--- src/hdl/escaped_string_decoder_assert.svh ---
// Assertion macros for the escaped string decoder.
// Both macros check on the rising clock edge and are disabled while reset is low.
`ifndef ESCAPED_STRING_DECODER_ASSERT_SVH
`define ESCAPED_STRING_DECODER_ASSERT_SVH
`ifndef SYNTH
// The property must hold at every checked edge.
`define ESD_ASSERT(lbl, clk, rst_n, prop) \
    lbl: assert property (@(posedge clk) disable iff (!rst_n) (prop)) \
        else $error("escaped_string_decoder assertion failed");
// The condition must never be true.
`define ESD_NEVER(lbl, clk, rst_n, cond) \
    lbl: assert property (@(posedge clk) disable iff (!rst_n) !(cond)) \
        else $error("escaped_string_decoder forbidden condition seen");
`else
`define ESD_ASSERT(lbl, clk, rst_n, prop)
`define ESD_NEVER(lbl, clk, rst_n, cond)
`endif
`endif

--- src/hdl/esd_pkg.sv ---
`default_nettype none

package esd_pkg;

    // Decoder state
    typedef enum logic [2:0] {
        MODE_PLAIN,
        MODE_ESC,
        MODE_OCT1,
        MODE_OCT2,
        MODE_HEX0,
        MODE_HEX1
    } mode_t;

    // One queued result item
    typedef struct packed {
        logic [7:0]  out_byte;
        logic        byte_valid;
        logic        end_of_string;
        logic [15:0] decoded_length;
    } res_t;

    // Result queue sizing
    localparam int QDEPTH = 4;
    localparam int QPW    = $clog2(QDEPTH);
    localparam int QCW    = $clog2(QDEPTH + 1);
    localparam int MAX_RES = 3;

    // Characters
    localparam logic [7:0] CH_BSL = 8'h5C;
    localparam logic [7:0] CH_A   = 8'h61;
    localparam logic [7:0] CH_B   = 8'h62;
    localparam logic [7:0] CH_E   = 8'h65;
    localparam logic [7:0] CH_F   = 8'h66;
    localparam logic [7:0] CH_N   = 8'h6E;
    localparam logic [7:0] CH_R   = 8'h72;
    localparam logic [7:0] CH_T   = 8'h74;
    localparam logic [7:0] CH_V   = 8'h76;
    localparam logic [7:0] CH_X   = 8'h78;

    // Control bytes for the single-letter escapes
    localparam logic [7:0] BY_BEL = 8'h07;
    localparam logic [7:0] BY_BS  = 8'h08;
    localparam logic [7:0] BY_ESC = 8'h1B;
    localparam logic [7:0] BY_FF  = 8'h0C;
    localparam logic [7:0] BY_LF  = 8'h0A;
    localparam logic [7:0] BY_CR  = 8'h0D;
    localparam logic [7:0] BY_TAB = 8'h09;
    localparam logic [7:0] BY_VT  = 8'h0B;
    localparam logic [8:0] OCT_MAX = 9'd255;

    function automatic logic is_oct(input logic [7:0] c);
        return c inside {[8'h30:8'h37]};
    endfunction

    function automatic logic is_hex(input logic [7:0] c);
        return c inside {[8'h30:8'h39], [8'h41:8'h46], [8'h61:8'h66]};
    endfunction

    function automatic logic [3:0] hex_val(input logic [7:0] c);
        logic [3:0] v;
        v = 4'd0;
        if (c inside {[8'h30:8'h39]}) begin
            v = c[3:0];
        end else if (c inside {[8'h41:8'h46], [8'h61:8'h66]}) begin
            v = 4'(c[3:0] + 4'd9);
        end
        return v;
    endfunction

endpackage

`default_nettype wire

--- src/hdl/escaped_string_decoder.sv ---
// Path: input register, then the result queue, whose head drives m_*.
// Throughput: one input item per cycle while results drain at one per cycle;
//   an item yields 0 to 3 results, buffered in a 4-entry result queue that
//   stalls the decode register when it lacks room for the item's results.
// Reset: synchronous, active low; clears decoder mode, held value, byte count
//   and the queue; the decoder starts in plain-text mode.
`default_nettype none
`include "escaped_string_decoder_assert.svh"

module escaped_string_decoder #(
    parameter longint unsigned MAX_STRING_LEN = 65535
) (
    input  wire logic        aclk,
    input  wire logic        aresetn,
    input  wire logic        s_valid,
    output logic             s_ready,
    input  wire logic [7:0]  s_in_char,
    input  wire logic        s_is_final,
    output logic             m_valid,
    input  wire logic        m_ready,
    output logic [7:0]       m_out_byte,
    output logic             m_byte_valid,
    output logic             m_end_of_string,
    output logic [15:0]      m_decoded_length
);
    import esd_pkg::*;

    localparam logic [15:0] CountCap =
        (MAX_STRING_LEN < 65535) ? 16'(MAX_STRING_LEN) : 16'hFFFF;

    // Input register
    logic        in_valid_reg;
    logic [7:0]  in_char_reg;
    logic        in_final_reg;

    // Decoder state
    mode_t       mode_reg, mode_next;
    logic [8:0]  held_reg, held_next;
    logic [15:0] count_reg, count_next;

    // Result queue
    res_t             fifo_reg [QDEPTH];
    logic [QPW-1:0]   wr_ptr_reg, rd_ptr_reg;
    logic [QCW-1:0]   cnt_reg, cnt_next;
    logic [QCW-1:0]   free;

    // Decode results
    logic [7:0]  em [MAX_RES];
    logic [1:0]  n_bytes;
    logic [1:0]  push_n;
    logic [16:0] count_sum;
    logic [15:0] count_sat;
    res_t        ent [MAX_RES];
    logic        fire;
    logic        pop;

    // Decode one character against the current mode
    always_comb begin
        logic       do_plain;
        logic [8:0] oct_v;
        logic [7:0] c;
        c         = in_char_reg;
        do_plain  = 1'b0;
        oct_v     = {held_reg[5:0], c[2:0]};
        n_bytes   = 2'd0;
        em        = '{default: 8'd0};
        mode_next = mode_reg;
        held_next = held_reg;

        case (mode_reg)
            MODE_ESC: begin
                mode_next = MODE_PLAIN;
                case (c)
                    CH_A: begin em[n_bytes] = BY_BEL; n_bytes = n_bytes + 2'd1; end
                    CH_B: begin em[n_bytes] = BY_BS;  n_bytes = n_bytes + 2'd1; end
                    CH_E: begin em[n_bytes] = BY_ESC; n_bytes = n_bytes + 2'd1; end
                    CH_F: begin em[n_bytes] = BY_FF;  n_bytes = n_bytes + 2'd1; end
                    CH_N: begin em[n_bytes] = BY_LF;  n_bytes = n_bytes + 2'd1; end
                    CH_R: begin em[n_bytes] = BY_CR;  n_bytes = n_bytes + 2'd1; end
                    CH_T: begin em[n_bytes] = BY_TAB; n_bytes = n_bytes + 2'd1; end
                    CH_V: begin em[n_bytes] = BY_VT;  n_bytes = n_bytes + 2'd1; end
                    CH_X: mode_next = MODE_HEX0;
                    default: begin
                        if (is_oct(c)) begin
                            held_next = {6'd0, c[2:0]};
                            mode_next = MODE_OCT1;
                        end else begin
                            em[n_bytes] = c;
                            n_bytes = n_bytes + 2'd1;
                        end
                    end
                endcase
            end
            MODE_OCT1: begin
                if (is_oct(c)) begin
                    held_next = oct_v;
                    mode_next = MODE_OCT2;
                end else begin
                    em[n_bytes] = held_reg[7:0];
                    n_bytes = n_bytes + 2'd1;
                    do_plain = 1'b1;
                end
            end
            MODE_OCT2: begin
                if (is_oct(c)) begin
                    em[n_bytes] = (oct_v > OCT_MAX) ? 8'hFF : oct_v[7:0];
                    n_bytes = n_bytes + 2'd1;
                    mode_next = MODE_PLAIN;
                end else begin
                    em[n_bytes] = held_reg[7:0];
                    n_bytes = n_bytes + 2'd1;
                    do_plain = 1'b1;
                end
            end
            MODE_HEX0: begin
                if (is_hex(c)) begin
                    held_next = {1'b0, c};
                    mode_next = MODE_HEX1;
                end else begin
                    em[n_bytes] = CH_X;
                    n_bytes = n_bytes + 2'd1;
                    do_plain = 1'b1;
                end
            end
            MODE_HEX1: begin
                if (is_hex(c)) begin
                    em[n_bytes] = {hex_val(held_reg[7:0]), hex_val(c)};
                    n_bytes = n_bytes + 2'd1;
                    mode_next = MODE_PLAIN;
                end else begin
                    em[n_bytes] = CH_X;
                    n_bytes = n_bytes + 2'd1;
                    em[n_bytes] = held_reg[7:0];
                    n_bytes = n_bytes + 2'd1;
                    do_plain = 1'b1;
                end
            end
            default: do_plain = 1'b1;
        endcase

        // Plain text handling; a backslash opens an escape
        if (do_plain) begin
            if (c == CH_BSL) begin
                mode_next = MODE_ESC;
            end else begin
                mode_next = MODE_PLAIN;
                em[n_bytes] = c;
                n_bytes = n_bytes + 2'd1;
            end
        end

        // Flush a pending escape at end of string; a lone backslash is dropped
        if (in_final_reg) begin
            case (mode_next)
                MODE_OCT1, MODE_OCT2: begin
                    em[n_bytes] = held_next[7:0];
                    n_bytes = n_bytes + 2'd1;
                end
                MODE_HEX0: begin
                    em[n_bytes] = CH_X;
                    n_bytes = n_bytes + 2'd1;
                end
                MODE_HEX1: begin
                    em[n_bytes] = CH_X;
                    n_bytes = n_bytes + 2'd1;
                    em[n_bytes] = held_next[7:0];
                    n_bytes = n_bytes + 2'd1;
                end
                default: ;
            endcase
            mode_next = MODE_PLAIN;
            held_next = 9'd0;
        end
    end

    // Saturating byte count
    assign count_sum  = {1'b0, count_reg} + 17'(n_bytes);
    assign count_sat  = (count_sum > {1'b0, CountCap}) ? CountCap : count_sum[15:0];
    assign count_next = in_final_reg ? 16'd0 : count_sat;

    // An end with no byte still yields one empty end-of-string item
    assign push_n = (in_final_reg && (n_bytes == 2'd0)) ? 2'd1 : n_bytes;

    // Build result items
    always_comb begin
        for (int i = 0; i < MAX_RES; i++) begin
            ent[i].out_byte       = em[i];
            ent[i].byte_valid     = (2'(i) < n_bytes);
            ent[i].end_of_string  = in_final_reg && (2'(i) == 2'(push_n - 2'd1));
            ent[i].decoded_length = ent[i].end_of_string ? count_sat : 16'd0;
        end
    end

    // Handshake and queue control
    assign free     = QCW'(QDEPTH) - cnt_reg;
    assign fire     = in_valid_reg && (QCW'(push_n) <= free);
    assign s_ready  = !in_valid_reg || fire;
    assign m_valid  = (cnt_reg != '0);
    assign pop      = m_valid && m_ready;
    assign cnt_next = cnt_reg + (fire ? QCW'(push_n) : QCW'(0)) - (pop ? QCW'(1) : QCW'(0));

    // Control registers
    always_ff @(posedge aclk) begin
        if (!aresetn) begin
            in_valid_reg <= 1'b0;
            mode_reg     <= MODE_PLAIN;
            held_reg     <= 9'd0;
            count_reg    <= 16'd0;
            wr_ptr_reg   <= '0;
            rd_ptr_reg   <= '0;
            cnt_reg      <= '0;
        end else begin
            if (s_ready) begin
                in_valid_reg <= s_valid;
            end
            if (fire) begin
                mode_reg   <= mode_next;
                held_reg   <= held_next;
                count_reg  <= count_next;
                wr_ptr_reg <= QPW'(wr_ptr_reg + QPW'(push_n));
            end
            if (pop) begin
                rd_ptr_reg <= QPW'(rd_ptr_reg + QPW'(1));
            end
            cnt_reg <= cnt_next;
        end
    end

    // Payload registers
    always_ff @(posedge aclk) begin
        if (s_valid && s_ready) begin
            in_char_reg  <= s_in_char;
            in_final_reg <= s_is_final;
        end
        if (fire) begin
            for (int i = 0; i < MAX_RES; i++) begin
                if (2'(i) < push_n) begin
                    fifo_reg[QPW'(wr_ptr_reg + QPW'(i))] <= ent[i];
                end
            end
        end
    end

    // Queue head drives the result channel
    assign m_out_byte       = fifo_reg[rd_ptr_reg].out_byte;
    assign m_byte_valid     = fifo_reg[rd_ptr_reg].byte_valid;
    assign m_end_of_string  = fifo_reg[rd_ptr_reg].end_of_string;
    assign m_decoded_length = fifo_reg[rd_ptr_reg].decoded_length;

    // Checks
    `ESD_NEVER(a_queue_overflow, aclk, aresetn, cnt_reg > QCW'(QDEPTH))
    `ESD_ASSERT(a_final_pushes, aclk, aresetn,
        (fire && in_final_reg) |-> (push_n != 2'd0))
    `ESD_ASSERT(a_final_clears, aclk, aresetn,
        (fire && in_final_reg) |=> (mode_reg == MODE_PLAIN && count_reg == 16'd0))
    `ESD_ASSERT(a_empty_item_is_end, aclk, aresetn,
        (m_valid && !m_byte_valid) |-> (m_end_of_string && m_out_byte == 8'd0))

endmodule

`default_nettype wire

--- config.mk ---
export PLATFORM = sky130hd
export DESIGN_NAME = escaped_string_decoder
export DESIGN_NICKNAME = d
export VERILOG_FILES = /design/src/hdl/esd_pkg.sv /design/src/hdl/escaped_string_decoder.sv
export VERILOG_INCLUDE_DIRS = /design/src /design/src/hdl
export SDC_FILE = /design/constraint.sdc
export NUM_CORES = 1
export LEC_CHECK = 0
export CORE_ASPECT_RATIO = 0.5
export CORE_MARGIN = 2
export CORE_UTILIZATION = 45
export CTS_BUF_LIST = sky130_fd_sc_hd__clkbuf_16
export CTS_CLUSTER_DIAMETER = 100
export DETAILED_ROUTE_END_ITERATION = 12
export DONT_BUFFER_PORTS = 1
export GPL_TIMING_DRIVEN = 1
export MAX_ROUTING_LAYER = met4
export PLACE_DENSITY_LB_ADDON = 0.2
export SETUP_SLACK_MARGIN = 0.5
export SYNTH_ARGS = -nofsm -noshare
export SYNTH_HDL_FRONTEND = slang
export SYNTH_SLANG_ARGS = --single-unit
--- constraint.sdc ---
create_clock -name aclk -period 14.1 [get_ports aclk]
set_clock_uncertainty 0.05 [all_clocks]
set_input_delay 2.82 -clock aclk [delete_from_list [all_inputs] [get_ports aclk]]
set_output_delay 2.82 -clock aclk [all_outputs]
set_load 0.005 [all_outputs]
==> reports/qor.txt <==
Std-Cell Rows = 38
Post-route DRC = 0
Inserted Diodes = 0
register area share after synthesis = 0.423
final number of setup-violating endpoints = 0
capturing point of the worst reg2reg path = fifo_reg[1][6]$_DFFE_PP_
most frequent cell after synthesis = edfxtp_1
RSZ-0062 raised after global routing = no
asr flop ratio synth = 0
post-route ant nets = 0
Max VDD drop = 96.1 uV
final hold vios = 0
final wirelength = 26600 microns
Clock Tree Buf Depth = 2
highest fanout seen on the critical path = 22
status = completed
largest area contributor in the synthesized netlist = edfxtp_1
final instance area = 10600 sq um
setup TNS = 0 ns
Final Wtd Congestion = 0.950
crit path kind = register to primary output
Resized cells post-CTS = 0
WL/cell = 21.8 microns
Area Growth Syn to Fin = 8.00%
Yosys warning count = 0
maximum clock rate = 0.110 GHz
DRT Pass-1 Iters = 8
Post-Synthesis Cell Area = 9770 sq um
Ports = 41
DP Wirelength = 18100 microns
postcts setup bufs = 0
final slew viol count = 0
area post-placement = 10000 sq um
CTS tree = built
setup slack, reg-to-reg = 6.10 ns
Sw Pwr = 0.380 mW
Pint = 0.877 mW
DRT iter0 DRCs = 669
post-synth top area share = 0.347
Tot Pwr = 1.26 mW
CTS sink cnt = 150
path depth of the worst reg2reg path = 23
Core Region = 21500 sq um
Worst setup SP type = register
CTS clk-pin slew, worst paths = 0.07 ns
H-tree Lvls = 4
clk root buf = clkbuf_16
DIE WIDTH = 212 microns
Worst Hold Class = register to register
first-pass GRT wire length = 42300 microns
combinational share of power = 0.200
Setup crit end kind = primary output
Leak = 3.60 nW
synth cell count leaders = 113 x edfxtp_1, 95 x nand2_1, 63 x mux2i_1
number of global-route vias before repair = 7498
total gr overflow = 0
initial antenna violation count = 0
Net Sw Frac = 0.302
share of layout cells above drive strength 1 = 0.122
Vias = 7513
hold buffers post-CTS = 0
average cell area after synthesis = 10.4 sq um
hold_ws = 0.503 ns
largest net degree at the start of global routing = 41
initial core utilization = 0.455
Worst EP arrival = 6.22 ns
max FFs per register = 104
top cells by area, synth = edfxtp_1 35%, dfxtp_1 7.6%, mux2i_1 6.5%, mux4_2 6.0%, nand2_1 3.6%
Critical Path RT = 11.23 ns
GRT Util Overall = 0.252
crit path time final = 9.09 ns
Post-synth EDFFs = 113
die height = 108 microns
Mapped Cells = 940
Critical Path End = s_ready
port bufs = 0
PwrDens = 119 nW/um^2
CTS Buf Count = 17
Synth Register Bits = 150
NumNets Final = 951
final worst path period share = 0.645
origin of the critical flop-to-flop path = in_char_reg[1]$_DFFE_PP_
share of power burned in registers = 0.452
worst setup path startpoint = in_char_reg[1]$_DFFE_PP_
Clk pwr share = 0.348
Tightest Pin Transition = 1.45 ns
Vias/cell = 6.15
Rel. slew slack = 0.0318
Post-Syn Nets = 983
MaxCap Viol Count = 0
Synth Flop Type = edfxtp_1
Die Area = 23000 sq um
clk_lat worst skew = 0.43 ns
Synth cell types = 89
-- layout make-up --
type	instances	area [sq um]
multi-input cells	693	5260
flip-flops and latches	150	4140
inverters	33	126
well taps	300	375
fillers	1984	10900
clock buffers	17	425
repair buffers	13	97.6
clock inverters	15	129
-- cell families after synthesis --
logic type,share of synthesized area
and+or+nand+nor,0.150
muxes,0.139
DFF,0.423
buffers and inverters,0.0423
adders and majority gates,0.0400
xor gates and xnor gates,0.0188
AOI/OAI and AO/OA,0.187
-- routing by layer --
| layer | GRT usage | part of all wire | vias to the layer above |
|---|---|---|---|
| li1 | - | - | 3529 |
| met1 | 0.325 | 0.46 | 3732 |
| met2 | 0.406 | 0.47 | 215 |
| met3 | 0.0447 | 0.050 | 37 |
| met4 | 0.0849 | 0.021 | 0 |
| met5 | - | 0 | - |
-- layout by cell type (no fill, tap or decap), types with 5 or more instances in the layout --
| cell | n |
|---|---|
| o221ai_1 | 8 |
| a22oi_1 | 29 |
| nand3_1 | 23 |
| o21ai_0 | 40 |
| xor2_1 | 8 |
| inv_1 | 33 |
| a21oi_1 | 49 |
| a21o_1 | 5 |
| mux4_2 | 26 |
| xnor2_1 | 8 |
| o211ai_1 | 7 |
| o31ai_1 | 5 |
| nand2b_1 | 8 |
| and2_1 | 13 |
| buf_4 | 13 |
| ha_1 | 28 |
| a21boi_0 | 5 |
| dfxtp_1 | 36 |
| a31oi_1 | 12 |
| or3_1 | 16 |
| edfxtp_1 | 113 |
| nor2_1 | 26 |
| clkbuf_16 | 17 |
| nor2b_1 | 25 |
| and3_1 | 12 |
| o22ai_1 | 9 |
| nand2_1 | 95 |
| o21ai_1 | 45 |
| o21bai_1 | 8 |
| mux2i_1 | 63 |
| nand4_1 | 8 |
-- critical path: stages (launching register included) --
cell	delay, ns
edfxtp_1	0.54
inv_1	0.19
ha_1	0.30
or3b_1	0.38
and3_1	0.31
nor3_2	0.72
ha_1	0.36
mux2_4	0.31
inv_1	0.09
ha_1	0.18
nand2b_1	0.12
nand4_1	0.13
a2bb2oi_2	0.26
o311a_1	0.84
or2_2	0.27
inv_1	0.09
ha_1	0.28
a21oi_1	0.15
nand2_1	0.09
inv_1	0.07
nand2_1	0.08
-- power by group through the flow --
stage	Combinational, mW	Clock (mW)	Sequential (mW)
final	0.252	0.438	0.568
after global routing	0.276	0.462	0.575
after CTS	0.255	0.445	0.569
after detailed placement	0.254	0	0.579
after global placement	0.249	0	0.576
after floorplan	0.214	0	0.544
-- per-stage QoR --
step	instances	worst slack, ns	util
after floorplan	940	6.80	-
after global placement	1189	5.75	0.465
after detailed placement	1189	5.50	0.465
after CTS	1221	5.01	0.491
after global routing	1221	4.56	0.491
final	1221	5.01	0.491
-- worst min path at each step --
stage / startpoint / end / slack, ns / cells after the start
after global routing: count_reg[0]$_SDFFE_PN0P_ / count_reg[0]$_SDFFE_PN0P_ / 0.55 / 2
after detailed placement: count_reg[0]$_SDFFE_PN0P_ / count_reg[0]$_SDFFE_PN0P_ / 0.49 / 2
final: count_reg[0]$_SDFFE_PN0P_ / count_reg[0]$_SDFFE_PN0P_ / 0.50 / 2
after floorplan: count_reg[0]$_SDFFE_PN0P_ / count_reg[0]$_SDFFE_PN0P_ / 0.46 / 2
after global placement: count_reg[0]$_SDFFE_PN0P_ / count_reg[0]$_SDFFE_PN0P_ / 0.47 / 2
after CTS: count_reg[0]$_SDFFE_PN0P_ / count_reg[0]$_SDFFE_PN0P_ / 0.51 / 2
Note: power is estimated with default switching activity, not from simulation.
